`src/rtl/spd_pkg.sv`:
```
// ----------------------------------------------------------------------------
// spd_pkg
// Shared types and constants of the sequence pair distance block.
// ----------------------------------------------------------------------------
`default_nettype none

package spd_pkg;

  typedef enum logic [1:0] {
    ST_OK       = 2'd0,
    ST_NO_SITES = 2'd1,
    ST_UNDEF    = 2'd2
  } status_e;

  typedef enum logic [1:0] {
    CFG_DNA_MODE = 2'd0,
    CFG_KIMURA   = 2'd1,
    CFG_TOSS_GAP = 2'd2
  } cfg_idx_e;

  typedef enum logic [3:0] {
    S_IDLE,
    S_SETUP,
    S_DIV,
    S_CHK,
    S_PMUL,
    S_PCHK,
    S_LOG,
    S_GAP,
    S_LN,
    S_LNFIN,
    S_DONE
  } back_state_e;

  typedef enum logic [1:0] {
    L_IDLE,
    L_NORM,
    L_SQ,
    L_STEP
  } log_state_e;

  typedef struct packed {
    logic dna_mode;
    logic kimura_correct;
  } mode_t;

  localparam int unsigned RES_W    = 5;
  localparam int unsigned DIST_W   = 20;
  localparam int unsigned FRAC_W   = 17;
  localparam int unsigned SITES_W  = 17;
  localparam int unsigned QUO_W    = 18;
  localparam int unsigned LOG_FRAC = 40;
  localparam int unsigned LOG_INT  = 6;
  localparam int unsigned LOG_W    = LOG_INT + LOG_FRAC;
  localparam int unsigned L2_W     = LOG_W + 2;

  localparam logic [DIST_W-1:0]  DIST_MAX      = 20'hFFFFF;
  localparam logic [SITES_W-1:0] SITES_OUT_MAX = 17'h1FFFF;
  localparam logic [63:0]        LN2_Q64       = 64'hB17217F7D1CF79AB;

  localparam logic [RES_W-1:0] RES_GAP = 5'd0;
  localparam logic [RES_W-1:0] RES_A   = 5'd1;
  localparam logic [RES_W-1:0] RES_C   = 5'd2;
  localparam logic [RES_W-1:0] RES_G   = 5'd3;
  localparam logic [RES_W-1:0] RES_T   = 5'd4;

  function automatic logic is_transition(input logic [RES_W-1:0] a, input logic [RES_W-1:0] b);
    return ((a == RES_A) && (b == RES_G)) || ((a == RES_G) && (b == RES_A)) ||
           ((a == RES_C) && (b == RES_T)) || ((a == RES_T) && (b == RES_C));
  endfunction

endpackage

`default_nettype wire

```
`src/rtl/spd_front.sv`:
```
// ----------------------------------------------------------------------------
// spd_front
// Column classifier: holds configuration, counts sites, transitions and
// transversions (outside DNA mode, all differences as transitions), and hands one job per sequence pair to the queue.
// ----------------------------------------------------------------------------
`default_nettype none

module spd_front #(
  parameter int unsigned MAX_SITES = 65536,
  parameter int unsigned CW        = 17
) (
  input  wire logic                     clk_i,
  input  wire logic                     rst_ni,
  input  wire logic                     cfg_valid_i,
  input  wire logic [1:0]               cfg_addr_i,
  input  wire logic                     cfg_data_i,
  input  wire logic                     col_valid_i,
  output logic                          col_ready_o,
  input  wire logic [spd_pkg::RES_W-1:0] res_a_i,
  input  wire logic [spd_pkg::RES_W-1:0] res_b_i,
  input  wire logic                     gap_column_i,
  input  wire logic                     last_i,
  output logic                          push_o,
  input  wire logic                     push_ready_i,
  output logic [CW-1:0]                 sites_o,
  output logic [CW-1:0]                 ts_o,
  output logic [CW-1:0]                 tv_o,
  output spd_pkg::mode_t                mode_o
);
  import spd_pkg::*;

  logic          dna_q, kc_q, toss_q;
  logic [CW-1:0] site_q, site_d, ts_q, ts_d, tv_q, tv_d;
  logic          accept, skip, count_en, diff, ts_hit;

  assign col_ready_o = push_ready_i;
  assign accept      = col_valid_i && col_ready_o;
  assign skip        = (res_a_i == RES_GAP) || (res_b_i == RES_GAP) ||
                       (toss_q && gap_column_i);
  assign count_en    = accept && !skip && (site_q < CW'(MAX_SITES));
  assign diff        = res_a_i != res_b_i;
  assign ts_hit      = dna_q && is_transition(res_a_i, res_b_i);

  always_comb begin
    site_d = site_q + CW'(count_en);
    ts_d   = ts_q + CW'(count_en && diff && (!dna_q || ts_hit));
    tv_d   = tv_q + CW'(count_en && diff && dna_q && !ts_hit);
  end

  assign push_o  = accept && last_i;
  assign sites_o = site_d;
  assign ts_o    = ts_d;
  assign tv_o    = tv_d;
  assign mode_o  = '{dna_mode: dna_q, kimura_correct: kc_q};

  always_ff @(posedge clk_i or negedge rst_ni) begin
    if (!rst_ni) begin
      dna_q  <= 1'b1;
      kc_q   <= 1'b0;
      toss_q <= 1'b0;
    end else if (cfg_valid_i) begin
      case (cfg_addr_i)
        CFG_DNA_MODE: dna_q  <= cfg_data_i;
        CFG_KIMURA:   kc_q   <= cfg_data_i;
        CFG_TOSS_GAP: toss_q <= cfg_data_i;
        default: ;
      endcase
    end
  end

  always_ff @(posedge clk_i or negedge rst_ni) begin
    if (!rst_ni) begin
      site_q <= '0;
      ts_q   <= '0;
      tv_q   <= '0;
    end else if (accept) begin
      if (last_i) begin
        site_q <= '0;
        ts_q   <= '0;
        tv_q   <= '0;
      end else begin
        site_q <= site_d;
        ts_q   <= ts_d;
        tv_q   <= tv_d;
      end
    end
  end

endmodule

`default_nettype wire

```
`config.mk`:
```
export PLATFORM = sky130hd
export DESIGN_NAME = spd_front
export DESIGN_NICKNAME = d
export VERILOG_FILES = /design/src/rtl/spd_pkg.sv /design/src/rtl/spd_front.sv
export SDC_FILE = /design/constraint.sdc
export NUM_CORES = 1
export LEC_CHECK = 0
export BUFFER_PORTS_ARGS = -buffer_cell sky130_fd_sc_hd__buf_2
export CAP_MARGIN = 20
export CORE_UTILIZATION = 30
export DETAILED_ROUTE_END_ITERATION = 10
export SYNTH_ARGS = -nofsm -noshare
export SYNTH_HDL_FRONTEND = slang
export SYNTH_SLANG_ARGS = --single-unit
```
`constraint.sdc`:
```
create_clock -name clk_i -period 2.39 [get_ports clk_i]
set_input_delay 0.239 -clock clk_i [delete_from_list [all_inputs] [get_ports clk_i]]
set_output_delay 0.239 -clock clk_i [all_outputs]
set_load 0.1 [all_outputs]
```
==> flow_summary.ini <==
[run_status]
status = finished with violations
violations = negative setup slack

[synth]
synth_nets = 435
synth-edff-count = 0
async_flop_share_pct = 100.0
yosysWarnings = 0
synthXorXnorAreaFrac_pct = 11.94
synth.top_cell.area_share_pct = 36.17
synthTopCellsByArea = dfrtp_1 (36%), xnor2_1 (8.8%), nand2_1 (4.8%)
yosys.area_share.simple_pct = 22.65
muxShareOfSynthArea_pct = 1.433
synth_seq_cells = 54
netlist_instances = 409
syn_area_sq_um = 3667
yosysTopAreaCell = dfrtp_1
yosys-top-cells-count = dfrtp_1 (53), nand2_1 (47), xnor2_1 (37)
synth_compound_area_share_pct = 18.12
synth.most_common_cell = dfrtp_1
synth_area_per_cell_sq_um = 8.966
yosysUniqueCellTypes = 51
seq_area_frac_synth_pct = 36.88
synthAdderAreaFrac_pct = 2.047
ys.flop_type = dfrtp_1
synth_top_family_by_area = simple AND/OR/NAND/NOR gates

[sta]
fin_ws_ns = -0.5625
finalSetupViolations = 61
tightest_slew_ns = 0.7548
maxSlewHeadroom_pct = 49.68
fmax_ghz = 0.3387
finalClockSkew_ns = 0.009454
slew_viol_final = 0
grt_setup_unrepaired = yes
hold_viol_final = 0
min_period_over_period_pct = 123.5
tns_ns = -17.70
min_period_ns = 2.952
hold_slack_ns = 0.006377

[final_layout]
final_nets = 577
fin_cells = 699
area_delta_synth_final_pct = 92.80
drive_gt1_share_pct = 53.80
n_antenna_cell = 0

[clock_tree]
cts_buffers = 5
cts.reportedPaths.clkPinSlew_ns = 0.08
cts.htree.levels = 2
cts_hold_buf = 0
cts_tree = yes
clkLatencyLatePin_ns = 0.30
clockRootBuffer = clkbuf_16
cts_num_sinks = 54
cts.path.max_buffers = 2

[die]
ioPinCount = 75
rows = 40
die-area_sq_um = 12670
die_w_um = 112.6
fp.dieH_um = 112.6
coreArea_sq_um = 11960
initial_core_util_pct = 30.66

[drt]
vias = 3696
drc_errors = 0
viasPerCell = 5.288
drt-total-wl_um = 11510
drt_iter0_drc = 199
ant_nets = 0
firstDrtPassIters = 5
post_drt_wl_per_cell_um = 16.47

[grt]
grt_overflow = 0
grt_antenna_before_repair = 0
grt_pass1_vias = 3767
grt_start_max_net_pins = 52
grt_pass1_wl_um = 18840
grt_usage_pct = 18.57

[placement]
place_inst = 665
gp_congestion = 0.8673
dp_slack_ns = -0.5411
place.port_buffers = 74
hpwlAfterDp_um = 7897

[flow_run]
cap_viol_max_count = 0

[setup_path]
cp.required_ns = 2.15
startpoint_type = flip-flop
critical_path_peak_fanout = 3
path_class = reg -> out
end_kind = output pin
cp.arrival_ns = 2.71

[power_and_ir_drop]
ir_drop_uv = 344.9
p_leak_nw = 3.149
powerDensity_nw_per_um2 = 345.2
total_power_mw = 2.440

[min_path]
min_path_type = in -> async
## layer usage
metal / routed length [um] / track usage, % / vias up / part of all wire (%)
li1: - / - / 1759 / -
met3: 362 / 2.862 / 10 / 3.1
met1: 5038 / 24.06 / 1840 / 44
met5: 0 / 0 / - / 0
met2: 5973 / 32.63 / 87 / 52
met4: 138 / 4.000 / 0 / 1.2
## final timing paths
| kind | from | end | slack [ns] | cells past startpoint |
|---|---|---|---|---|
| setup / recovery | site_q[16] | tv_o[8] | -0.56 | 10 |
| hold / removal | rst_ni | tv_q[14] | 0.006 | 1 |
| setup reg to reg | site_q[16] | tv_q[8] | -0.44 | 12 |
| hold reg to reg | tv_q[0] | tv_q[0] | 0.49 | 2 |
| max in group asynchronous | rst_ni | dna_q | 1.62 | 2 |
| min in group clk_i | cfg_data_i | dna_q | 0.18 | 3 |
## where the power goes
part	total (mW)	leakage, nW	internal [mW]	switching [mW]
sequential	0.965	0.735	0.940	0.0248
clock	0.883	0.0841	0.525	0.357
combinational	0.593	2.33	0.206	0.387
total	2.44	3.15	1.67	0.769
## placed cells by master (no fill, tap or decap), types with 5 or more instances in the layout
master / netlist / layout
a21oi_1: 14 / 12
a22o_1: 9 / 9
and3_1: 10 / 8
and4_4: 0 / 5
buf_12: 0 / 52
buf_2: 8 / 23
buf_4: 4 / 67
buf_6: 6 / 28
clkbuf_16: 0 / 5
dfrtp_1: 53 / 52
inv_1: 14 / 13
nand2_1: 47 / 38
nand2_4: 0 / 8
nand3_1: 19 / 8
nand3_4: 0 / 10
nand3b_1: 6 / 6
nand4_1: 17 / 17
nor2_1: 15 / 10
o21ai_0: 24 / 14
o21ai_1: 1 / 9
o31ai_1: 14 / 8
o31ai_2: 0 / 5
xnor2_4: 0 / 33
xor2_4: 0 / 9
## repair_timing
item / in CTS / in global routing
setup buffers: 31 / 18
resized for setup: 74 / 38
pin swaps: 48 / 30
setup endpoints to repair: 67 / 78
cloned: 0 / 0
## final cells by class
type | count | area (sq um)
inverter | 14 | 55.05
timing repair buffer | 170 | 1974
clock inverter | 1 | 30.03
clock buffer | 7 | 142.6
multi-input combinational | 306 | 3331
sequential | 54 | 1354
tap | 147 | 183.9
fill | 960 | 4891
## state kept, by name (all words and copies together) (netlist names)
| register | count |
|---|---|
| ts_q | 17 |
| dna_q | 1 |
| site_q | 17 |
| toss_q | 1 |
| kc_q | 1 |
| tv_q | 17 |
## logic make-up (layout without fill, tap and decap cells)
family / Yosys count / count (layout)
simple gates: 150 / 150
compound gates: 95 / 95
flops: 54 / 54
xor+xnor: 50 / 50
buf+inv: 49 / 192
fa+ha+maj: 6 / 6
mux: 5 / 5
## critical path: stages, from the launching register on
cell,delay [ns]
dfrtp_2,0.43
a211oi_2,0.15
o211ai_1,0.19
nor4b_2,0.31
ha_2,0.28
ha_4,0.14
buf_4,0.11
and2_4,0.15
nand4_1,0.23
xnor2_4,0.24
buf_12,0.19
## stage by stage
step | area, sq um | util [%]
after CTS | 6918 | 57.83
after global placement | 6272 | 52.44
after global routing | 7071 | 59.11
final | 7071 | 59.11
after detailed placement | 6272 | 52.44
after floorplan | 4654 | -
(Power assumes the default switching activity.)
