### src/rtl/spd_fifo.sv
// ----------------------------------------------------------------------------
// spd_fifo
// Two-entry job queue between the column front end and the arithmetic back end.
// ----------------------------------------------------------------------------
`default_nettype none

module spd_fifo #(
  parameter int unsigned W = 8
) (
  input  wire logic         clk_i,
  input  wire logic         rst_ni,
  input  wire logic         push_i,
  output logic              push_ready_o,
  input  wire logic [W-1:0] push_data_i,
  output logic              pop_valid_o,
  input  wire logic         pop_i,
  output logic [W-1:0]      pop_data_o
);
  logic [W-1:0] mem_q [2];
  logic         wr_q, rd_q;
  logic [1:0]   cnt_q;
  logic         do_push, do_pop;

  assign push_ready_o = cnt_q != 2'd2;
  assign pop_valid_o  = cnt_q != 2'd0;
  assign pop_data_o   = mem_q[rd_q];
  assign do_push      = push_i && push_ready_o;
  assign do_pop       = pop_i && pop_valid_o;

  always_ff @(posedge clk_i) begin
    if (do_push) begin
      mem_q[wr_q] <= push_data_i;
    end
  end

  always_ff @(posedge clk_i or negedge rst_ni) begin
    if (!rst_ni) begin
      wr_q  <= 1'b0;
      rd_q  <= 1'b0;
      cnt_q <= 2'd0;
    end else begin
      if (do_push) wr_q <= !wr_q;
      if (do_pop)  rd_q <= !rd_q;
      cnt_q <= cnt_q + 2'(do_push) - 2'(do_pop);
    end
  end

endmodule

`default_nettype wire

### config.mk
export PLATFORM = sky130hd
export DESIGN_NAME = spd_fifo
export DESIGN_NICKNAME = d
export VERILOG_FILES = /design/src/rtl/spd_fifo.sv
export SDC_FILE = /design/constraint.sdc
export NUM_CORES = 1
export LEC_CHECK = 0
export ABC_AREA = 1
export BUFFER_PORTS_ARGS = -buffer_cell sky130_fd_sc_hd__buf_2
export CAP_MARGIN = 20
export CORE_MARGIN = 2
export CORE_UTILIZATION = 45
export DETAILED_ROUTE_END_ITERATION = 8
export HOLD_SLACK_MARGIN = 0.12
export PLACE_DENSITY = 0.75
export RECOVER_POWER = 25
export SETUP_SLACK_MARGIN = 0.02
export SYNTH_ARGS = -nofsm -noshare
export SYNTH_HDL_FRONTEND = slang
export SYNTH_SLANG_ARGS = --single-unit
### constraint.sdc
create_clock -name clk_i -period 3.81 [get_ports clk_i]
set_input_delay 0.381 -clock clk_i [delete_from_list [all_inputs] [get_ports clk_i]]
set_output_delay 0.381 -clock clk_i [all_outputs]
set_load 0.02 [all_outputs]
==> flow_metrics.py, run 1 <==
metrics = {
    "synthesis": {
        "yosysTopAreaCell": "edfxtp_1",
        "synth_top_area_share": 0.584,
        "synth-seq-area-share": 0.706,
        "syn-cell-area_um2": 822,
        "avgSynthCellArea_um2": 11.3,
        "synth_top_cells_by_count": "29 x nand2_1, 16 x edfxtp_1, 6 x inv_1",
        "yosysUniqueCellTypes": 15,
        "synthArstFlopShare": 0.200,
        "synth.most_common_cell": "nand2_1",
        "synth_edf_count": 16,
        "syn_nets": 86,
        "netlist_top_cells_area": "edfxtp_1 58%, nand2_1 13%, dfrtp_1 12%, inv_1 2.7%, nand2_2 2.3%",
        "yosysWarnings": 0,
        "ys_ff_latch": 20,
        "synth_cells": 73,
        "synthFlopType": "edfxtp_1",
    },
    "placed_design": {
        "port_buffers": 21,
        "dp_slack_ns": 2.28,
        "hpwl_um": 1030,
        "gp_congestion": 0.703,
    },
    "clock_network": {
        "clockRootBuffer": "clkbuf_4",
        "cts_buffers": 3,
        "ctsHtreeMaxLevel": 1,
        "clk_latency_ns": 0.30,
        "clock-sinks": 20,
        "cts_tree": "done",
        "cts-resized-gates": 0,
        "path_clk_slew_ns": 0.11,
        "clock_path_buffers": 2,
    },
    "timing": {
        "period_share": 0.434,
        "clock.fmax_ghz": 0.604,
        "fin_skew_ns": 0.0110,
        "rsz0062_at_grt": "false",
        "finalCriticalPeriod_ns": 1.66,
        "hold_viol_final": 0,
        "finalSetupTns_ns": 0,
        "worstMarginPinSlew_ns": 0.653,
        "worst_slack_ns": 2.15,
        "drv_slew": 0,
        "slew_headroom": 0.563,
        "finalSetupViolations": 0,
    },
    "grt": {
        "grt_use_total": 0.145,
        "grt_max_degree": 12,
        "antenna_found_initial": 0,
        "grt_pass1_wl_um": 2140,
        "grt_pass1_vias": 505,
        "grt.overflow.total": 0,
    },
    "detailed_routing": {
        "wl_per_cell_um": 11.0,
        "via_per_inst": 4.53,
        "post-route-drc-count": 0,
        "ant_nets": 0,
        "dr.pass1.iters": 3,
        "wirelength_um": 1350,
        "drt-initial-drc-count": 9,
        "dr_total_vias": 557,
    },
    "pwr": {
        "leakage_uw": 0.000461,
        "powerDensity_nw_per_um2": 765,
        "peakVddDrop_v": 0.000396,
    },
    "status": {
        "outcome": "finished, final reports clean",
    },
    "floorplanning": {
        "die_w_um": 46.7,
        "start_util": 0.476,
        "ios": 22,
        "num_rows": 15,
        "die_y_um": 46.7,
        "core_area_um2": 1730,
        "dieArea_um2": 2180,
    },
    "worst_setup_path": {
        "cp_max_fo": 9,
        "cp.required_ns": 3.43,
        "endpoint_kind": "output pin",
        "critical_path_class": "reg2out",
        "start_kind": "flop",
        "critPathArrivalTime_ns": 1.27,
    },
    "final_layout": {
        "area_growth_pct": 20.4,
        "n_antenna_cell": 0,
        "drive_gt1_frac": 0.337,
        "fin_nets": 112,
    },
    "flow_run": {
        "maxCapViolCount": 0,
    },
    "min_path": {
        "hp-class": "in2reg",
    },
}
## layout make-up
cell class / instances / area [um2]
Multi-Input combinational cell: 44 / 206
Timing Repair Buffer: 22 / 115
Inverter: 8 / 30.0
Sequential cell: 20 / 581
Tap cell: 25 / 31.3
Clock buffer: 4 / 26.3
Fill cell: 157 / 737
## power breakdown
group,internal [uW],total [uW],switching [uW]
registers,304,345,40.9
logic,99.8,311,211
clock network,40.7,101,60.8
## sequential cells by signal, indices dropped and copies added (netlist names)
signal	flops
wr_q	1
mem_q	16
rd_q	1
cnt_q	2
## cells by family (layout without fill, tap and decap cells)
logic type,Yosys count,count (layout),synth area share
compound gates,2,2,0.0122
fa+ha+maj,1,1,0.0152
xor+xnor,1,1,0.0107
buf+inv,9,34,0.0426
simple gates,40,40,0.213
flops,20,20,0.706
## path summary, 6_finish.rpt
path,slack (ns),from,cells after the start,to
setup / recovery,2.15,rd_q,4,pop_data_o[2]
hold / removal,0.27,push_data_i[4],1,mem_q[1][4]
setup reg to reg,2.30,cnt_q[1],3,mem_q[0][0]
hold reg to reg,0.53,wr_q,2,wr_q
max in group asynchronous,3.27,rst_ni,2,rd_q
min in group asynchronous,0.42,rst_ni,2,cnt_q[1]
## critical path, stage by stage, from the launching register on
cell	delay (ns)
dfrtp_1	0.51
inv_2	0.19
nand2_1	0.07
nand2_1	0.06
buf_2	0.16
## per-stage QoR
stage / hold WS, ns / util / cells / power (uW) / cell area (um2)
5_1_grt: 0.259 / 0.573 / 123 / 818 / 990
3_5_place_dp: 0.192 / 0.552 / 118 / 667 / 953
3_3_place_gp: 0.192 / 0.552 / 118 / 654 / 953
2_1_floorplan: 0.0854 / - / 73 / 568 / 822
6_report: 0.268 / 0.573 / 123 / 757 / 990
4_1_cts: 0.264 / 0.573 / 123 / 768 / 990
## repair_timing
action                    in CTS  in global routing
setup buffers                  0                  0
hold endpoints to repair       4                  0
hold buffers                   1                  0
## layer usage
layer,part of all wire,wire length [um],global-route usage
met5,0,0,0
met3,0.042,56,0.0269
met4,0.0074,10,0.0667
met1,0.42,563,0.177
met2,0.53,718,0.250
## placed cells by master, fill, tap and decap left out
master / synthesis / layout
clkbuf_1: 0 / 1
nand3_1: 2 / 2
nor2_2: 3 / 3
nor2_1: 2 / 2
clkbuf_4: 0 / 3
ha_1: 1 / 1
dfrtp_1: 4 / 4
inv_1: 6 / 6
inv_2: 2 / 2
a21oi_1: 1 / 1
buf_2: 1 / 21
edfxtp_1: 16 / 16
dlygate4sd3_1: 0 / 1
o21ai_1: 1 / 1
nand2_2: 3 / 3
xor2_1: 1 / 1
nand2_1: 29 / 29
nand2_4: 1 / 1
Power figures use the tool's default switching activity.
==> inputs of run 2 (changes only) <==
CORE_UTILIZATION = 44   (was 45)
PLACE_DENSITY = 0.76   (was 0.75)
clock period = 1.41 ns   (was 3.81 ns; I/O delays follow)
==> run 2 against run 1 <==
Power rose to 3.1 times the previous value. Via count up 8.1%. Clock power rose to 2.7 times the previous value. Sequential power rose to 2.9 times the previous value. Clock-buffer cell count down 1. Core utilization up 11 points. Sequential share of layout area down 9.6 points.
==> flow_metrics.py, run 2 (same netlist as run 1, synthesis figures left out) <==
metrics = {
    "timing": {
        "finalSetupViolations": 0,
        "finalCriticalPeriod_ns": 1.40,
        "period_share": 0.996,
        "finalSetupTns_ns": 0,
        "slew_headroom": 0.843,
        "worstMarginPinSlew_ns": 0.236,
        "clock.fmax_ghz": 0.712,
        "fin_skew_ns": 0.00220,
        "hold_viol_final": 0,
        "drv_slew": 0,
        "rsz0062_at_grt": "true",
    },
    "floorplanning": {
        "start_util": 0.471,
        "num_rows": 15,
        "die_w_um": 47.2,
        "dieArea_um2": 2230,
        "ios": 22,
        "die_y_um": 47.2,
        "core_area_um2": 1750,
    },
    "pwr": {
        "peakVddDrop_v": 0.00115,
        "powerDensity_nw_per_um2": 2000,
        "leakage_uw": 0.000541,
    },
    "final_layout": {
        "final_common_cell": "nand2_1",
        "n_antenna_cell": 0,
        "fin_nets": 128,
        "drive_gt1_frac": 0.447,
        "final_cell_mix": "27 x nand2_1, 20 x buf_2, 16 x edfxtp_1",
        "largest_reg_flops": 16,
        "fin_cells": 139,
        "largest_register": "mem_q",
        "reg.largest.list": "mem_q (16), cnt_q (2)",
        "area_growth_pct": 44.7,
    },
    "clock_network": {
        "cts_buffers": 3,
        "clock-sinks": 20,
        "ctsHtreeMaxLevel": 1,
        "clk_latency_ns": 0.29,
        "cts_tree": "done",
        "clock_path_buffers": 2,
        "clockRootBuffer": "clkbuf_4",
        "path_clk_slew_ns": 0.11,
    },
    "worst_setup_path": {
        "critical_path_class": "reg2reg",
        "r2r_cells": 11,
        "start_kind": "flop",
        "cp.required_ns": 1.61,
        "r2r-end": "cnt_q[1]",
        "r2r_start": "cnt_q[1]",
        "worst-r2r-setup-slack_ns": 0.005,
        "cp_max_fo": 5,
        "critPathArrivalTime_ns": 1.60,
        "endpoint_kind": "flop",
    },
    "grt": {
        "grt_pass1_wl_um": 2240,
        "grt_pass1_vias": 564,
        "grt.overflow.total": 0,
        "grt_use_total": 0.151,
        "grt_max_degree": 12,
        "antenna_found_initial": 0,
    },
    "min_path": {
        "hp-class": "in2reg",
        "hold_depth": 3,
        "hp-start": "push_i",
        "holdPathEnd": "wr_q",
    },
    "status": {
        "outcome": "finished, final reports clean",
    },
    "detailed_routing": {
        "post-route-drc-count": 0,
        "dr_total_vias": 602,
        "via_per_inst": 4.33,
        "drt-initial-drc-count": 13,
        "wirelength_um": 1640,
        "ant_nets": 0,
        "wl_per_cell_um": 11.8,
        "dr.pass1.iters": 4,
    },
    "placed_design": {
        "gp_congestion": 0.779,
        "dp.cells": 123,
        "port_buffers": 21,
        "hpwl_um": 1090,
    },
    "flow_run": {
        "maxCapViolCount": 0,
    },
}
-- run 2: final cells by class --
cell class	instances	area, um2
clock buffer	3	22.5
clock inverter	1	3.75
fill	132	556
inverter	8	35.0
multi-input combinational	44	243
sequential	20	584
tap	25	31.3
timing repair buffer	38	270
-- run 2: power by group --
part / switching, uW / internal [uW] / total (uW)
sequential: 157 / 830 / 988
clock: 170 / 103 / 273
combinational: 654 / 469 / 1120
-- run 2: timing repair --
item                                    in CTS  in global routing
hold buffers                                 9                  0
buffers inserted                             0                  3
endpoints found under the hold margin       20                  0
pin swaps                                    0                  5
endpoints found under the setup margin       9                  9
gates resized for setup                      5                 11
-- run 2: worst max path at each step --
stage	slack [ns]	cells after the start	from	to
final	0.005	11	cnt_q[1]	cnt_q[1]
after global routing	-0.06	11	cnt_q[0]	cnt_q[1]
after CTS	0.03	9	cnt_q[1]	cnt_q[1]
after detailed placement	0.005	11	cnt_q[1]	cnt_q[1]
after global placement	0.09	11	cnt_q[0]	cnt_q[1]
after floorplan	0.07	11	cnt_q[1]	cnt_q[1]
-- run 2: routing by layer --
metal / GRT usage / vias up / wire (um)
met5: 0 / - / 0
met4: 0.0611 / 0 / 10
met3: 0.0385 / 2 / 55
met2: 0.270 / 13 / 874
met1: 0.168 / 270 / 698
li1: - / 317 / -
-- run 2: per-stage QoR --
step           total power, uW  cell area [um2]  setup WS (ns)  utilization  hold WS [ns]
4_1_cts                   2200             1120         0.0288        0.643         0.159
3_5_place_dp              1880              993        0.00512        0.569       -0.0446
5_1_grt                   2540             1190        -0.0625        0.682         0.174
2_1_floorplan             1540              825         0.0659            -        -0.155
3_3_place_gp              1840              993         0.0861        0.569       -0.0459
6_report                  2380             1190        0.00511        0.682         0.153
-- run 2: worst max-delay path, stage by stage (launching register included) --
cell and delay [ns]:
dfrtp_2 0.49, nand2_4 0.12, nand2_4 0.06, nand2_2 0.07
nand2_1 0.06, ha_2 0.18, inv_2 0.06, nand2_2 0.04
nand2_2 0.08, inv_1 0.05, nand2_1 0.06, nand2_1 0.05
